<file path="src/hw/rtl/hwtf_pkg.sv">
// shared types, constants and register codes for the homography temperature fetch
package hwtf_pkg;

  localparam int StoreDepthDef = 524288;
  localparam int AccW = 52;
  localparam int DivW = 28;
  localparam int IdxW = 25;
  localparam int CfgW = 64;
  localparam int CfgIdxW = 3;

  localparam logic [63:0] CoefARst = 64'h1000000001000000;
  localparam logic [63:0] CoefBRst = 64'h0;
  localparam logic [63:0] CoefCRst = 64'h0100000000000000;
  localparam logic [63:0] CoefDRst = 64'h0;
  localparam logic [31:0] OffsetRst = 32'h0;
  localparam logic [23:0] SizeRst = 24'h280200;
  localparam logic [7:0] BorderRst = 8'h0;

  typedef enum logic [0:0] {
    OP_WRITE = 1'b0,
    OP_QUERY = 1'b1
  } op_t;

  typedef enum logic [CfgIdxW-1:0] {
    REG_COEF_A = 3'd0,
    REG_COEF_B = 3'd1,
    REG_COEF_C = 3'd2,
    REG_COEF_D = 3'd3,
    REG_OFFSET = 3'd4,
    REG_SIZE = 3'd5,
    REG_BORDER = 3'd6,
    REG_PAIR = 3'd7
  } reg_idx_t;

  typedef struct packed {
    logic [63:0] coef_a;
    logic [63:0] coef_b;
    logic [63:0] coef_c;
    logic [63:0] coef_d;
    logic [31:0] offset;
    logic [23:0] size;
    logic [7:0] border;
    logic pair;
  } cfg_t;

  typedef struct packed {
    op_t op;
    logic [18:0] sidx;
    logic [15:0] sval;
    logic signed [AccW-1:0] acc_x;
    logic signed [AccW-1:0] acc_y;
    logic signed [AccW-1:0] acc_w;
  } qent_t;

endpackage

</file>
<file path="src/hw/rtl/hwtf_queue.sv">
// two-entry queue between front and back
module hwtf_queue import hwtf_pkg::*; (
  input  logic clk,
  input  logic rst_n,
  input  logic push,
  input  qent_t push_ent,
  input  logic pop,
  output qent_t head,
  output logic empty,
  output logic full
);

  qent_t slot_r [2];
  logic wp_r, rp_r;
  logic [1:0] cnt_r;

  assign empty = (cnt_r == 2'd0);
  assign full = (cnt_r == 2'd2);
  assign head = slot_r[rp_r];

  always_ff @(posedge clk) begin
    if (!rst_n) begin
      wp_r <= 1'b0;
      rp_r <= 1'b0;
      cnt_r <= 2'd0;
    end else begin
      if (push) wp_r <= ~wp_r;
      if (pop) rp_r <= ~rp_r;
      cnt_r <= cnt_r + {1'b0, push} - {1'b0, pop};
    end
  end

  always_ff @(posedge clk) begin
    if (push) slot_r[wp_r] <= push_ent;
  end

endmodule

</file>
<file path="config.mk">
export PLATFORM = sky130hd
export DESIGN_NAME = hwtf_queue
export DESIGN_NICKNAME = d
export VERILOG_FILES = /design/src/hw/rtl/hwtf_pkg.sv /design/src/hw/rtl/hwtf_queue.sv
export SDC_FILE = /design/constraint.sdc
export NUM_CORES = 1
export LEC_CHECK = 0
export BUFFER_PORTS_ARGS = -buffer_cell sky130_fd_sc_hd__buf_2
export CAP_MARGIN = 0
export CELL_PAD_IN_SITES_DETAIL_PLACEMENT = 1
export CELL_PAD_IN_SITES_GLOBAL_PLACEMENT = 2
export CORE_MARGIN = 8
export CORE_UTILIZATION = 30
export CTS_CLUSTER_SIZE = 12
export DETAILED_ROUTE_END_ITERATION = 10
export GPL_ROUTABILITY_DRIVEN = 0
export MAX_ROUTING_LAYER = met4
export PLACE_DENSITY_LB_ADDON = 0.25
export SYNTH_ARGS = -nofsm -noshare
export SYNTH_HDL_FRONTEND = slang
export SYNTH_SLANG_ARGS = --single-unit
</file>
<file path="constraint.sdc">
create_clock -name clk -period 14.9 [get_ports clk]
set_clock_uncertainty 0.2 [all_clocks]
set_input_delay 1.49 -clock clk [delete_from_list [all_inputs] [get_ports clk]]
set_output_delay 1.49 -clock clk [all_outputs]
set_load 0.005 [all_outputs]
</file>
# Yosys cells after proc, flatten, opt, wreduce, memory -nomap -nowiden

Memory sizes are Yosys's and may differ from the RTL's. A register that Yosys moved wholly into a read port is not among the register bits.
Cells that the tools add are included.

Add/subtract/negate cells: 2
Eq/ne operators: 1
Mux-type cells: 4
Bitwise gates (word level): 2
Reduce and logical (&&, ||, !) cells: 1

Operators with widths:

| cell                 | count |
|---|---|
| $mux W1              | 4 |
| $add A2 B1 Y2        | 1 |
| $eq A2 B2 Y1 const B | 1 |
| $logic_not A2 Y1     | 1 |
| $not A1 Y1           | 2 |
| $sub A2 B1 Y2        | 1 |

Register bits: 4
Bits in writable memories: 384
Input bits: 196
Output and inout bits: 194
Logic and storage cells: 14
Memories kept: 1

Memories:

| memory | depth | width | rd ports | clocked after Yosys merged registers in | write ports | RTL line         | RTL |
|---|---|---|---|---|---|---|---|
| slot_r | 2     | 192   | 1        | 1                                       | 1           | hwtf_queue.sv:13 | `qent_t slot_r [2];` |

# Logic depth before layout (Yosys ltp)

Gate-level depths: netlist (run 1).

Depth after elaboration: 3
Mapped depth: 6
Mapped depth without buffers: 6

# Worst setup path before layout (run 1)

Ideal clock, no wire load.

Path kind: input-to-reg
From: in push
To: reg wp_r
Setup time: 97 ps
Arrival: 10483 ps
Data required time: 14603 ps
Path slack: 4120 ps
Stages: 2
Buffers on the path: 0
Cells stage by stage: nor2b_1 -> o21a_1

RTL lines:

| item                 | RTL line         | RTL |
|---|---|---|
| start, declared      | hwtf_queue.sv:5  | `input logic push,` |
| end signal, assigned | hwtf_queue.sv:27 | `if (push) wp_r <= ~wp_r;` |
| end, declared        | hwtf_queue.sv:14 | `logic wp_r, rp_r;` |

==> impl_results.md, run 1 <==
* Simple-Gate Fraction of Synth Area at 0.380%
* Syn Nets at 816
* Crit Path Class: reg2out
* Avg Inst Size Synth at between 20 and 25 sq um
* Antenna Nets Post-Route at 0
* Max Cap Viol at 0
* # IOs at 390
* Ys async rst share at 0%
* Clock sink count at 389
* Seq. cell area at 11600 sq um
* Count leader, synth: edfxtp_1
* Mapped Cells at 618
* Post-synth EDFFs at 384
* Initial antenna violation count at 12
* Post-CTS Hold Fix Bufs at 0
* Synth-to-layout area growth at 27.4%
* Minimum clock period at 4.90 ns
* Internal power at between 1500 and 2000 uW
* Main synth FF type: edfxtp_1
* Synthesized area at 14100 sq um
* Top post-synthesis cells by area: edfxtp_1 (81%), mux2_2 (15%), buf_6 (1.6%)
* Largest net degree at the start of global routing at 69
* Startpoint types: flip-flop
* Pre-antenna DRT Iters at 4
* Row cnt at 79
* Count of cell types in the netlist at 13
* Gates resized, CTS repair at 0
* Vias per inst at 4.32
* # setup viols final at 0
* DR WL/cell at 20.8 um
* CTS tree: yes
* Filler instances at 4713
* Number of global-route vias before repair at 8070
* Post-CTS Setup Repair Bufs at 0
* DIE HEIGHT at 233 um
* Switching Fraction at a little over a fifth
* Multi-input gate area at 2290 sq um
* Status: finished clean
* DRT Wirelength at 35.2 mm
* Slew Limit Fails at 0
* CTS max path bufs at 3
* Worst Hold Class: reg2reg
* RSZ-0062 raised after global routing: no
* Total Nets Final at 1238
* Synthesis Warnings at 0
* Chip width at between 200 and 250 um
* Full die area at roughly 54000 sq um
* Compound-Gate Fraction of Synth Area at less than 1%
* Starting Density at approximately 30%
* Largest family of logic cells by synthesized area: multiplexers
* Pwr/cell area at ~140 nW/um^2
* F_max at 204 MHz
* Max FO, Critical Path at 60
* Max IR drop VDD at about 0.084 mV
* Seq pwr share at 51.4%
* Worst EP required at around 13 ns
* #FFs+latches synth at 389
* DR iter-0 viols at around 320
* IO buf count at 389
* Clock power frac at 39.6%
* Drc violations at 0
* Leakage power at between 0.006 and 0.007 uW
* H-tree levels at 2
* Rel. slew slack at 33.6%
* Crit share post-route at 32.9%
* GRT Util Overall at 12.7%
* Via Count at 7303
* CTS root buf: clkbuf_16
* Final hold slack at approximately 0.38 ns
* Share of the synthesized area in the top cell type at between 80% and 90%
* XOR/XNOR Fraction of Synth Area at less than 1%
* Setup TNS at 0 ns
* Logic pwr share at around 9.1%
* Worst slew pin tran at 0.996 ns
* Top post-synthesis cells by count: edfxtp_1 (384), mux2_2 (192), buf_6 (20), dfxtp_1 (5)
* Multiplexer area fraction after synthesis at approximately 15%
* Core Footprint at ~47000 sq um
* Final Hold Viols at 0
* Yosys top cell by area: edfxtp_1
* Critical Path Sink Type: primary output
* Worst path arrival time at 3.21 ns
* Worst skew pair latency at 0.54 ns
* Cts bufs inserted at 44
* Psw at about 540 uW
* Layout cell share with drive strength beyond 1 at 60.4%
* Adder-Cell Fraction of Synth Area at less than 1%
* Gr ovfl total at 0
* Hpwl dp at approximately 24 mm
* Clk slew on worst S/H paths at ~0.050 ns
* Sequential area share after synthesis at 82.2%
* First-pass GRT wire length at 50.5 mm
worst paths after layout:
path	start	endpoint	slack [ns]	cells past startpoint
setup / recovery	flip-flop	head[6]	10.00	4
hold / removal	rp_r	rp_r	0.38	2
setup reg to reg	wp_r	slot_r[0][103]	12.20	3
hold reg to reg	rp_r	rp_r	0.38	2
final cells by class:
type | count | area share (%)
clock inverter | 13 | 0.520
clock buffer | 64 | 6.70
inverter | 2 | 0.0416
antenna | 12 | 0.167
tap | 607 | 4.21
sequential | 389 | 64.5
multi-input combinational | 206 | 12.7
timing repair buffer | 397 | 11.1
flip-flops by register name, indices dropped and copies added (netlist names), named ones only:
register / cells
cnt_r: 2
rp_r: 1
slot_r: 384
wp_r: 1
per-layer routing:
| metal | GRT usage, % | share of wire, % | up-vias |
|---|---|---|---|
| li1 | - | - | 3342 |
| met1 | 14.9 | 40 | 3632 |
| met2 | 19.5 | 47 | 267 |
| met3 | 5.59 | 11 | 62 |
| met4 | 3.89 | 2.1 | 0 |
| met5 | - | 0 | - |
cell usage in the layout (no fill, tap or decap), drive strengths merged:
master	synthesis	layout
bufinv	0	1
nor2	1	1
and2	4	4
dfxtp	5	5
ha	2	2
mux2	192	192
nor2b	4	4
buf	21	397
clkbuf	0	64
diode	0	12
clkinvlp	0	2
o21a	1	1
xor2	1	1
xnor3	1	1
edfxtp	384	384
clkinv	0	10
inv	2	2
critical path: stages (launching register included):
cell and delay (ns):
dfxtp_4 0.60, buf_4 0.64, buf_4 0.72, mux2_2 0.42, buf_2 0.13
logic make-up after synthesis:
| logic type | Yosys count |
|---|---|
| compound gates | 1 |
| fa+ha+maj | 2 |
| flops | 389 |
| mux | 192 |
| buf+inv | 23 |
| xor+xnor | 2 |
| simple gates | 9 |
metrics by stage:
stage	worst slack (ns)	utilization, %	cells	total power, uW	cell area, sq um
floorplan	4.12	-	618	1430	14100
global placement	10.51	35.9	1601	1540	16700
detailed placement	10.49	35.9	1601	1540	16700
CTS	9.88	38.7	1678	2550	18000
global route	9.77	38.7	1689	2600	18000
finish	10.00	38.7	1690	2500	18000
power groups by stage:
stage,Clock [uW],Combinational [uW],Sequential (uW)
finish,989,226,1280
global route,1060,249,1290
CTS,1030,235,1290
detailed placement,0,234,1310
global placement,0,231,1310
floorplan,0,123,1310
Note: power is estimated with default switching activity, not from simulation.
==> run 2: changes to the inputs <==
Clock period 14.9 ns to 4 ns, I/O delays scaled along.
==> impl_results.md, run 2 (synthesized netlist as in run 1, its figures left out) <==
* Slowest cell on the critical path: dfxtp_4
* Cts bufs inserted at 43
* Rel. slew slack at 47.2%
* Gr ovfl total at 0
* Worst path arrival time at 2.30 ns
* GRT Util Overall at 13.3%
* Max Cap Viol at 0
* Crit share post-route at ~72%
* Total Nets Final at ~1400
* Max IR drop VDD at 0.338 mV
* Largest Register: slot_r
* Critical Path Sink Type: primary output
* Hpwl dp at 24.0 mm
* Status: finished clean
* Startpoint types: flip-flop
* Clk slew on worst S/H paths at ~0.050 ns
* IO buf count at roughly 400
* Largest net degree at the start of global routing at 98
* Gates resized, CTS repair at 0
* First-pass GRT wire length at 54.3 mm
* CTS root buf: clkbuf_16
* Largest register FFs at 384
* Antenna Nets Post-Route at 0
* Leakage power at 0.00750 uW
* Slew Limit Fails at 0
* Vias per inst at 4.28
* DRT Wirelength at 36.3 mm
* Core Footprint at 46600 sq um
* Number of global-route vias before repair at 9268
* RSZ-0062 raised after global routing: no
* Worst EP required at 3.40 ns
* Clock power frac at approximately two fifths
* Minimum clock period at 2.90 ns
* Worst Hold Class: reg2reg
* Psw at ~2000 uW
* CTS max path bufs at 3
* Most frequent cells in the layout: buf_2 (389), edfxtp_1 (384), dlygate4sd3_1 (195), mux2_2 (192), clkbuf_16 (45)
* # setup viols final at 0
* Starting Density at approximately 30%
* DR iter-0 viols at about 380
* Crit-path cells: buf_12 -> mux2_2 -> buf_2
* Initial antenna violation count at 3
* Worst slew pin tran at 0.792 ns
* Top Registers: slot_r x384, cnt_r x2
* Critical path's top delay family: flip-flops
* Worst Path Buf+Inv at 2
* Logic pwr share at 10.9%
* Via Count at 8023
* H-tree levels at 2
* Pre-antenna DRT Iters at 4
* Setup TNS at 0 ns
* Chip width at 233 um
* Seq pwr share at 50.6%
* # IOs at 390
* Crit Path Class: reg2out
* Final Hold Viols at 0
* Layout Cells excl Fill at 1874
* F_max at about 350 MHz
* Clock sink count at 389
* Synth-to-layout area growth at 41.7%
* CTS tree: yes
* Max FO, Critical Path at 50
* Filler instances at 4613
* DR WL/cell at between 15 and 20 um
* Worst skew pair latency at 0.54 ns
* Internal power at 7440 uW
* CP peak stage delay at just over 0.8 ns
* Dpl cells at ~1600
* Full die area at 54400 sq um
* Commonest non-fill, non-tap cell in the layout: buf_2
* DIE HEIGHT at 233 um
* Pwr/cell area at between 400 and 500 nW/um^2
* Row cnt at 79
* Layout cell share with drive strength beyond 1 at 51.4%
* Switching Fraction at approximately a fifth
* Drc violations at 0
## run 2: cell count changes in the layout (fill, tap and decap cells not counted), moves of 2 or more
cell,before,now
clkbuf_1,18,12
diode_2,12,3
dlygate4sd3_1,0,195
buf_12,0,6
clkinvlp_4,2,0
## run 2: power by group through the flow
stage | logic, uW | registers (uW) | clock network, uW
5_1_grt | 1130 | 4810 | 3910
6_report | 1030 | 4780 | 3650
4_1_cts | 1060 | 4790 | 3790
3_3_place_gp | 880 | 4860 | 0
2_1_floorplan | 459 | 4850 | 0
3_5_place_dp | 889 | 4870 | 0
## run 2: stage by stage
step | worst slack [ns] | instance area [sq um] | util [%] | total power (uW) | hold WS, ns
CTS | 1.01 | 20000 | 43.1 | 9630 | 0.330
global placement | 1.63 | 16800 | 36.1 | 5740 | 0.354
detailed placement | 1.61 | 16800 | 36.1 | 5760 | 0.365
finish | 1.10 | 20100 | 43.1 | 9460 | 0.370
global route | 0.966 | 20100 | 43.1 | 9840 | 0.348
floorplan | 0.0796 | 14200 | - | 5310 | 0.299
## run 2: what timing repair did
action,in CTS,in global routing
endpoints found under the hold margin,389,0
hold buffers,195,0
setup buffers,0,0
## run 2: path summary, 6_finish.rpt
kind | from | to | slack, ns | cells after the start
max | flip-flop | head[99] | 1.10 | 3
min | rp_r | flip-flop | 0.37 | 2
max reg2reg | wp_r | slot_r[1][100] | 1.99 | 2
min reg2reg | rp_r | flip-flop | 0.37 | 2
## run 2: layer usage
layer	routed length [um]	vias up	share of wire, %	track usage, %
met5	0	-	0	-
met4	783	0	2.2	3.62
met3	3150	62	8.7	4.93
met2	17700	278	49	21.7
met1	14700	3975	40	15.4
li1	-	3708	-	-
## run 2: layout make-up
| type | instances | area, sq um | area share, % |
|---|---|---|---|
| well taps | 607 | 759 | 3.79 |
| repair buffers | 597 | 4070 | 20.3 |
| clock inverters | 13 | 109 | 0.543 |
| flip-flops and latches | 389 | 11600 | 58.0 |
| inverters | 2 | 7.51 | 0.0374 |
| diodes | 3 | 7.51 | 0.0374 |
| multi-input cells | 206 | 2290 | 11.4 |
| clock buffers | 57 | 1170 | 5.84 |
## run 2: worst min-delay path, delay by kind of cell, from the launching register on
family	cells	cell delay [ns]
xor gates and xnor gates	1	0.07
DFF	1	0.32
and+or+nand+nor	1	0.15
