`src/hw/rtl/hwtf_pkg.sv`:
```
// shared types, constants and register codes for the homography temperature fetch
package hwtf_pkg;

  localparam int StoreDepthDef = 524288;
  localparam int AccW = 52;
  localparam int DivW = 28;
  localparam int IdxW = 25;
  localparam int CfgW = 64;
  localparam int CfgIdxW = 3;

  localparam logic [63:0] CoefARst = 64'h1000000001000000;
  localparam logic [63:0] CoefBRst = 64'h0;
  localparam logic [63:0] CoefCRst = 64'h0100000000000000;
  localparam logic [63:0] CoefDRst = 64'h0;
  localparam logic [31:0] OffsetRst = 32'h0;
  localparam logic [23:0] SizeRst = 24'h280200;
  localparam logic [7:0] BorderRst = 8'h0;

  typedef enum logic [0:0] {
    OP_WRITE = 1'b0,
    OP_QUERY = 1'b1
  } op_t;

  typedef enum logic [CfgIdxW-1:0] {
    REG_COEF_A = 3'd0,
    REG_COEF_B = 3'd1,
    REG_COEF_C = 3'd2,
    REG_COEF_D = 3'd3,
    REG_OFFSET = 3'd4,
    REG_SIZE = 3'd5,
    REG_BORDER = 3'd6,
    REG_PAIR = 3'd7
  } reg_idx_t;

  typedef struct packed {
    logic [63:0] coef_a;
    logic [63:0] coef_b;
    logic [63:0] coef_c;
    logic [63:0] coef_d;
    logic [31:0] offset;
    logic [23:0] size;
    logic [7:0] border;
    logic pair;
  } cfg_t;

  typedef struct packed {
    op_t op;
    logic [18:0] sidx;
    logic [15:0] sval;
    logic signed [AccW-1:0] acc_x;
    logic signed [AccW-1:0] acc_y;
    logic signed [AccW-1:0] acc_w;
  } qent_t;

endpackage

```
`src/hw/rtl/hwtf_if.sv`:
```
// valid/ready channel interfaces for input and result words
interface hwtf_in_if;
  logic valid;
  logic ready;
  logic op;
  logic [18:0] sample_index;
  logic signed [15:0] sample_value;
  logic [16:0] query_x;
  logic [16:0] query_y;
  modport source(output valid, op, sample_index, sample_value, query_x, query_y, input ready);
  modport sink(input valid, op, sample_index, sample_value, query_x, query_y, output ready);
endinterface


```
`src/hw/rtl/hwtf_front.sv`:
```
// front end: accepts words and forms the projective sums with one shared multiplier
module hwtf_front import hwtf_pkg::*; (
  input  logic clk,
  input  logic rst_n,
  input  cfg_t cfg,
  hwtf_in_if.sink in_ch,
  output logic push,
  output qent_t push_ent,
  input  logic full
);

  typedef enum logic [2:0] {
    F_IDLE = 3'b001,
    F_MUL  = 3'b010,
    F_PUSH = 3'b100
  } fst_t;

  fst_t st_r, st_nxt;
  qent_t ent_r;
  logic [2:0] step_r;
  logic pv_r;
  logic [1:0] ptgt_r;
  logic signed [49:0] prod_r;
  logic [16:0] qx_r, qy_r;
  logic [31:0] coef;
  logic [16:0] opnd;
  logic signed [AccW-1:0] padd;

  assign in_ch.ready = (st_r == F_IDLE);
  assign push = (st_r == F_PUSH) && !full;
  assign push_ent = ent_r;

  always_comb begin
    case (step_r)
      3'd0: coef = cfg.coef_a[63:32];
      3'd1: coef = cfg.coef_a[31:0];
      3'd2: coef = cfg.coef_b[31:0];
      3'd3: coef = cfg.coef_c[63:32];
      3'd4: coef = cfg.coef_d[63:32];
      3'd5: coef = cfg.coef_d[31:0];
      default: coef = 32'h0;
    endcase
    opnd = step_r[0] ? qy_r : qx_r;
    padd = AccW'(prod_r);
  end

  always_comb begin
    st_nxt = st_r;
    case (st_r)
      F_IDLE: begin
        if (in_ch.valid) st_nxt = (in_ch.op == OP_QUERY) ? F_MUL : F_PUSH;
      end
      F_MUL: begin
        if (step_r == 3'd6) st_nxt = F_PUSH;
      end
      F_PUSH: begin
        if (!full) st_nxt = F_IDLE;
      end
      default: st_nxt = F_IDLE;
    endcase
  end

  always_ff @(posedge clk) begin
    if (!rst_n) begin
      st_r <= F_IDLE;
      pv_r <= 1'b0;
      step_r <= 3'd0;
    end else begin
      st_r <= st_nxt;
      if (st_r == F_IDLE && in_ch.valid) begin
        step_r <= 3'd0;
        pv_r <= 1'b0;
      end else if (st_r == F_MUL) begin
        pv_r <= (step_r != 3'd6);
        if (step_r != 3'd6) step_r <= step_r + 3'd1;
      end else begin
        pv_r <= 1'b0;
      end
    end
  end

  always_ff @(posedge clk) begin
    if (st_r == F_IDLE && in_ch.valid) begin
      ent_r.op <= op_t'(in_ch.op);
      ent_r.sidx <= in_ch.sample_index;
      ent_r.sval <= in_ch.sample_value;
      ent_r.acc_x <= {{8{cfg.coef_b[63]}}, cfg.coef_b[63:32], 12'b0};
      ent_r.acc_y <= {{8{cfg.coef_c[31]}}, cfg.coef_c[31:0], 12'b0};
      ent_r.acc_w <= AccW'(1) <<< 44;
      qx_r <= in_ch.query_x;
      qy_r <= in_ch.query_y;
    end else if (st_r == F_MUL) begin
      if (step_r != 3'd6) begin
        prod_r <= $signed(coef) * $signed({1'b0, opnd});
        ptgt_r <= step_r[2:1];
      end
      if (pv_r) begin
        case (ptgt_r)
          2'd0: ent_r.acc_x <= ent_r.acc_x + padd;
          2'd1: ent_r.acc_y <= ent_r.acc_y + padd;
          default: ent_r.acc_w <= ent_r.acc_w + padd;
        endcase
      end
    end
  end

endmodule

```
`src/flat_wrapper.sv`:
```
// flat-port wrapper written by rule: the top's interface ports become plain ports
module hwtf_front_flat import hwtf_pkg::*;
  (clk, rst_n, cfg, push, push_ent, full, in_ch_valid, in_ch_op, in_ch_sample_index, in_ch_sample_value, in_ch_query_x, in_ch_query_y, in_ch_ready);
  hwtf_in_if in_ch_i ();
  input  logic clk;
  input  logic rst_n;
  input  cfg_t cfg;
  output logic push;
  output qent_t push_ent;
  input  logic full;
  input wire logic [$bits(in_ch_i.valid)-1:0] in_ch_valid;
  input wire logic [$bits(in_ch_i.op)-1:0] in_ch_op;
  input wire logic [$bits(in_ch_i.sample_index)-1:0] in_ch_sample_index;
  input wire logic [$bits(in_ch_i.sample_value)-1:0] in_ch_sample_value;
  input wire logic [$bits(in_ch_i.query_x)-1:0] in_ch_query_x;
  input wire logic [$bits(in_ch_i.query_y)-1:0] in_ch_query_y;
  output wire logic [$bits(in_ch_i.ready)-1:0] in_ch_ready;
  assign in_ch_i.valid = in_ch_valid;
  assign in_ch_i.op = in_ch_op;
  assign in_ch_i.sample_index = in_ch_sample_index;
  assign in_ch_i.sample_value = in_ch_sample_value;
  assign in_ch_i.query_x = in_ch_query_x;
  assign in_ch_i.query_y = in_ch_query_y;
  assign in_ch_ready = in_ch_i.ready;
  hwtf_front u_core (.clk(clk), .rst_n(rst_n), .cfg(cfg), .in_ch(in_ch_i), .push(push), .push_ent(push_ent), .full(full));
endmodule
```
`config.mk`:
```
export PLATFORM = sky130hd
export DESIGN_NAME = hwtf_front_flat
export DESIGN_NICKNAME = d
export VERILOG_FILES = /design/src/hw/rtl/hwtf_pkg.sv /design/src/hw/rtl/hwtf_if.sv /design/src/hw/rtl/hwtf_front.sv /design/src/flat_wrapper.sv
export SDC_FILE = /design/constraint.sdc
export NUM_CORES = 2
export LEC_CHECK = 0
export ABC_AREA = 0
export CORE_MARGIN = 1.5
export CORE_UTILIZATION = 55
export CTS_CLUSTER_SIZE = 40
export DETAILED_ROUTE_END_ITERATION = 16
export DONT_BUFFER_PORTS = 1
export GPL_ROUTABILITY_DRIVEN = 0
export MAX_ROUTING_LAYER = met4
export PLACE_DENSITY = 0.69
export SETUP_SLACK_MARGIN = 0.5
export SLEW_MARGIN = 30
export SYNTH_ARGS = -nofsm -noshare
export SYNTH_HDL_FRONTEND = slang
export SYNTH_SLANG_ARGS = --single-unit
```
`constraint.sdc`:
```
create_clock -name clk -period 21.2 [get_ports clk]
set_input_delay 2.12 -clock clk [delete_from_list [all_inputs] [get_ports clk]]
set_output_delay 2.12 -clock clk [all_outputs]
set_load 0.05 [all_outputs]
```
Word level (Yosys, flattened, before mapping)
Cells that the tools add are included.
{ "word_totals": {"reg_bits": 285, "latch_bits": 0, "ram_bits": 0, "romBits": 0, "inputBits": 395, "output_inout_bits": 194, "elab_cells": 71, "mem_count": 0} }
{ "op_classes": {"add_sub_neg": 4, "multipliers": 1, "div": 0, "magnitude_cmp": 0, "n_eq_ne": 14, "shift": 0, "muxes": 13, "n_bitwise": 4, "n_reduce_logical": 20} }
{ "op_table": {"columns": ["op", "count"], "rows": [
  ["two-way mux 156 bit", 3],
  ["case mux 32 bit (6 select lines)", 1],
  ["adder 52 x 50 -> 52 bit", 3],
  ["two-way mux 52 bit", 3],
  ["multiplier 32 x 18 -> 50 bit", 1],
  ["AND reduction 3 bit", 7],
  ["two-way mux 17 bit", 1],
  ["== test 3 bit (second input constant)", 4],
  ["two-way mux 3 bit", 4],
  ["== test 3 x 2 -> 1 bit (second input constant)", 3],
  ["case mux 3 bit (3 select lines)", 1],
  ["nonzero test 2 bit", 4],
  ["== test 3 x 1 -> 1 bit (second input constant)", 2],
  ["inequality test 2 bit (second input constant)", 2],
  ["inverter 1 bit", 4],
  ["OR reduction 2 bit", 2],
  ["adder 3 x 1 -> 3 bit (second input constant)", 1],
  ["logical NOT 3 bit", 1],
  ["inequality test 3 bit (second input constant)", 1],
  ["OR reduction 3 bit", 1],
  ["== test 2 x 1 -> 1 bit (second input constant)", 1],
  ["logical AND 1 bit", 2],
  ["logical NOT 2 bit", 1],
  ["inequality test 2 x 1 -> 1 bit (second input constant)", 1],
  ["other kinds (2)", 2]
]} }

Longest topological paths before layout
{ "depth": {"depth_word": 6, "mapped_depth": 35, "depth_no_buf": 30} }

Worst setup path before layout
No wires, ideal clock.
{ "synth_timing": {"path_type": "input port to flip-flop", "startpoint": "input port cfg[111] in the netlist's numbering", "endpoint": "register u_core.prod_r[49] (data pin)", "setup_time_ps": 262, "t_arrival_ps": 8678, "required_time_ps": 20938, "setup_slack_ps": 12260, "stages": 27, "path_buffers": 1, "cell_sequence": "mux2_2 -> a222oi_1 -> nand2_1 -> nand2_1 -> clkbuf_1 -> nor2_1 -> fa_1 -> inv_1 -> fa_1 -> inv_1 -> fa_1 -> fa_1 -> fa_1 -> inv_1 -> fa_1 -> inv_1 -> ha_1 -> and2_1 -> a221o_1 -> nor3_1 -> o21ai_0 -> a32oi_2 -> a21oi_2 -> a221o_1 -> a211oi_2 -> o31ai_1 -> xnor2_1"} }
{ "synth_between": {"elab_chain_len": 2} }
{ "synth_lines": {"columns": ["item", "line_no", "text"], "rows": [
  ["start: declaration", "flat_wrapper.sv:7", "input cfg_t cfg;"],
  ["case mux 32 bit (6 select lines)", "hwtf_front.sv:34", "case (step_r)"],
  ["multiplier 32 x 18 -> 50 bit", "hwtf_front.sv:94", "prod_r <= $signed(coef) * $signed({1'b0, opnd});"],
  ["end signal: assignment", "hwtf_front.sv:94", null],
  ["end: declaration", "hwtf_front.sv:23", "logic signed [49:0] prod_r;"]
]} }
No other way between the ends.
A chain may end at the register's enable or synchronous reset.

Final worst setup path
{ "layout_timing": {"startpoint": "register u_core.step_r[0]", "endpoint": "register u_core.prod_r[46] (data pin)"} }
{ "layout_between": {"elab_chain_len": 3, "word_cells_on_any_way": 9, "classes_between": "1 x mul; 5 x eq/ne; 2 x mux; 1 x reduce/logical"} }
{ "layout_lines": {"columns": ["item", "line_no", "text"], "rows": [
  ["start: declaration", "hwtf_front.sv:20", "logic [2:0] step_r;"],
  ["start signal: assignment", "hwtf_front.sv:75", "if (step_r != 3'd6) step_r <= step_r + 3'd1;"],
  ["== test 3 bit, or another cell as far along", "hwtf_front.sv:34", null],
  ["case mux 32 bit (6 select lines)", "hwtf_front.sv:34", null],
  ["multiplier 32 x 18 -> 50 bit *", "hwtf_front.sv:94", null]
]} }
Mark *: on every way between the ends. The rest lies on a longest branch, timed or not.

==> flow_metrics.env <==
export IMPL_synth_ff_type="edfxtp_1"
export IMPL_drt_pass1_iter_count=8
export IMPL_cts_root_buf="clkbuf_16"
export IMPL_ys_seq_elements=285
export IMPL_drt_first_iter_violations=2272
export IMPL_cts_sink_count=285
export IMPL_vias=31259
export IMPL_grt_pass1_vias=31142
export IMPL_grt_max_degree=77
export IMPL_critical_path_required_ps=21490
export IMPL_final_cell_mix="inv_1, fa_1, nand2_1"
export IMPL_cp_startpoint="u_core.step_r[0]"
export IMPL_synth_top_area_share_pct=27.0
export IMPL_rsz0062_at_grt="false"
export IMPL_antenna_found_initial=7
export IMPL_critPathSlowestCell="o21ai_1"
export IMPL_post_cts_repair_setup_buffers=0
export IMPL_slowest_delay_ps=740
export IMPL_clkLatencyLatePin_ps=570
export IMPL_setup_ws_ps=11630
export IMPL_vias_per_cell=5.92
export IMPL_dpl_worst_slack_ps=11190
export IMPL_syn_to_final_growth_pct=5.34
export IMPL_drv_cap=0
export IMPL_wl_per_cell_um=21.4
export IMPL_rows=97
export IMPL_outcome="completed"
export IMPL_clk_path_buf_depth=3
export IMPL_finalCriticalPeriod_ps=9570
export IMPL_tightest_slew_ps=995
export IMPL_detail_route_antenna_nets=0
export IMPL_grt_pass1_wl_um=173000
export IMPL_clock_fmax_mhz=104
export IMPL_synth_cell_types=96
export IMPL_cts_tree="built"
export IMPL_die_w_um=269
export IMPL_fin_crit_sh_pct=45.1
export IMPL_worstHoldStart="u_core.st_r[2]"
export IMPL_syn_inst=4422
export IMPL_slew_viol_final=0
export IMPL_seq_area_frac_synth_pct=19.9
export IMPL_crit_path_start_kind="register"
export IMPL_grt_overflow=0
export IMPL_r2r_start="u_core.step_r[0]"
export IMPL_drt_total_wl_um=113000
export IMPL_drive_gt1_share_pct=5.01
export IMPL_synth_edf_count=202
export IMPL_setup_violations=0
export IMPL_cts_made_buffers=38
export IMPL_critPathMaxFanout=32
export IMPL_dp_hpwl_um=90800
export IMPL_portBuffers=0
export IMPL_final_common_cell="inv_1"
export IMPL_slew_headroom_pct=32.9
export IMPL_hold_viol_final=0
export IMPL_min_path_type="register to register"
export IMPL_die_area_sq_um=72300
export IMPL_synth_nets=5617
export IMPL_synthTopCellsByArea="fa_1, edfxtp_1, ha_1"
export IMPL_coreArea_sq_um=70000
export IMPL_pin_count=589
export IMPL_syn_area_per_cell_sq_um=8.80
export IMPL_path_common_cell="fa_1"
export IMPL_setup_tns_final_ps=0
export IMPL_finalNetCount=5498
export IMPL_path_class="register to register"
export IMPL_drc=0
export IMPL_postLayoutCoreUtil_pct=58.5
export IMPL_syn_area_sq_um=38900
export IMPL_arrival_ps=9860
export IMPL_ys_warn_count=0
export IMPL_clock_skew_ps=34.4
export IMPL_track_usage_pct=32.1
export IMPL_fillers=6276
export IMPL_ctsHoldBuffers=0
export IMPL_clkSlewWorstSetupHoldPaths_ps=60
export IMPL_async_flop_share_pct=0
export IMPL_htreeDepth=2
export IMPL_cts_resized=0
export IMPL_initial_core_util_pct=55.6
export IMPL_end_kind="register"
export IMPL_yosys_area_top_type="fa_1"
export IMPL_die_h_um=269
## layer usage
layer / vias to the layer above / part of all wire (%) / global-route usage [%]
met5: - / 0 / -
met2: 1428 / 46 / 51.3
met3: 278 / 9.4 / 6.93
met4: 0 / 4.6 / 13.7
li1: 14410 / - / -
met1: 15143 / 40 / 39.4
## stage by stage
| stage | instance area [sq um] | hold WS, ps | cells |
|---|---|---|---|
| 2_1_floorplan | 38900 | 403 | 4422 |
| 3_3_place_gp | 39700 | 600 | 5203 |
| 3_5_place_dp | 39700 | 607 | 5203 |
| 4_1_cts | 40900 | 631 | 5272 |
| 5_1_grt | 41000 | 685 | 5279 |
| 6_report | 41000 | 625 | 5280 |
## state kept, by name, summed over array words and instances (netlist names)
name and count:
u_core.qy_r 17, u_core.ptgt_r 2, u_core.prod_r 50, u_core.pv_r 1, u_core.step_r 3, u_core.push_ent 192, u_core.qx_r 17, u_core.st_r 3
## worst max-delay path: cells and delay by family (launching register included)
| kind | cells | cell delay (ps) |
|---|---|---|
| xor gates and xnor gates | 1 | 100 |
| AOI/OAI and AO/OA | 9 | 2830 |
| adders and majority gates | 8 | 4020 |
| DFF | 1 | 310 |
| buffers and inverters | 6 | 870 |
| and+or+nand+nor | 4 | 1140 |
## synth_stat cells (all sizes together), types with 66 or more instances
master,number
nor2,411
nand2,529
ha,276
edfxtp,202
a21o,97
clkbuf,168
fa,524
inv,688
xor2,66
o21ai,226
a21oi,256
xnor2,106
dfxtp,83
nand3,92
## path summary, 6_finish.rpt
kind	end	slack, ps	cells after the start
setup / recovery	u_core.prod_r[46]	11630	28
hold / removal	u_core.st_r[1]	630	3
setup reg to reg	u_core.prod_r[46]	11630	28
hold reg to reg	u_core.st_r[1]	630	3
## final cells by class
cell class | count | area [sq um] | area share (%)
Multi-Input combinational cell | 3257 | 28000 | 68.3
Timing Repair Buffer | 33 | 251 | 0.614
Clock buffer | 55 | 1110 | 2.70
Inverter | 688 | 2590 | 6.31
Antenna cell | 8 | 20.0 | 0.0488
Tap cell | 940 | 1180 | 2.87
Clock inverter | 14 | 103 | 0.250
Sequential cell | 285 | 7730 | 18.9
## logic make-up (layout without fill, tap and decap cells)
logic type	after synthesis	after routing	share of synthesized area, %
buffers and inverters	880	790	8.54
other	0	8	0
multiplexers	83	83	2.30
XOR/XNOR	172	172	3.87
AND/OR/NAND/NOR	1308	1308	14.8
AO/OA/AOI/OAI	894	894	14.8
adder cells (fa/ha/maj)	800	800	35.8
flip-flops	285	285	19.9
Power is left out: the tool's default activity adds up to more than one toggle a clock period on the data nets, which glitch-free logic cannot reach.
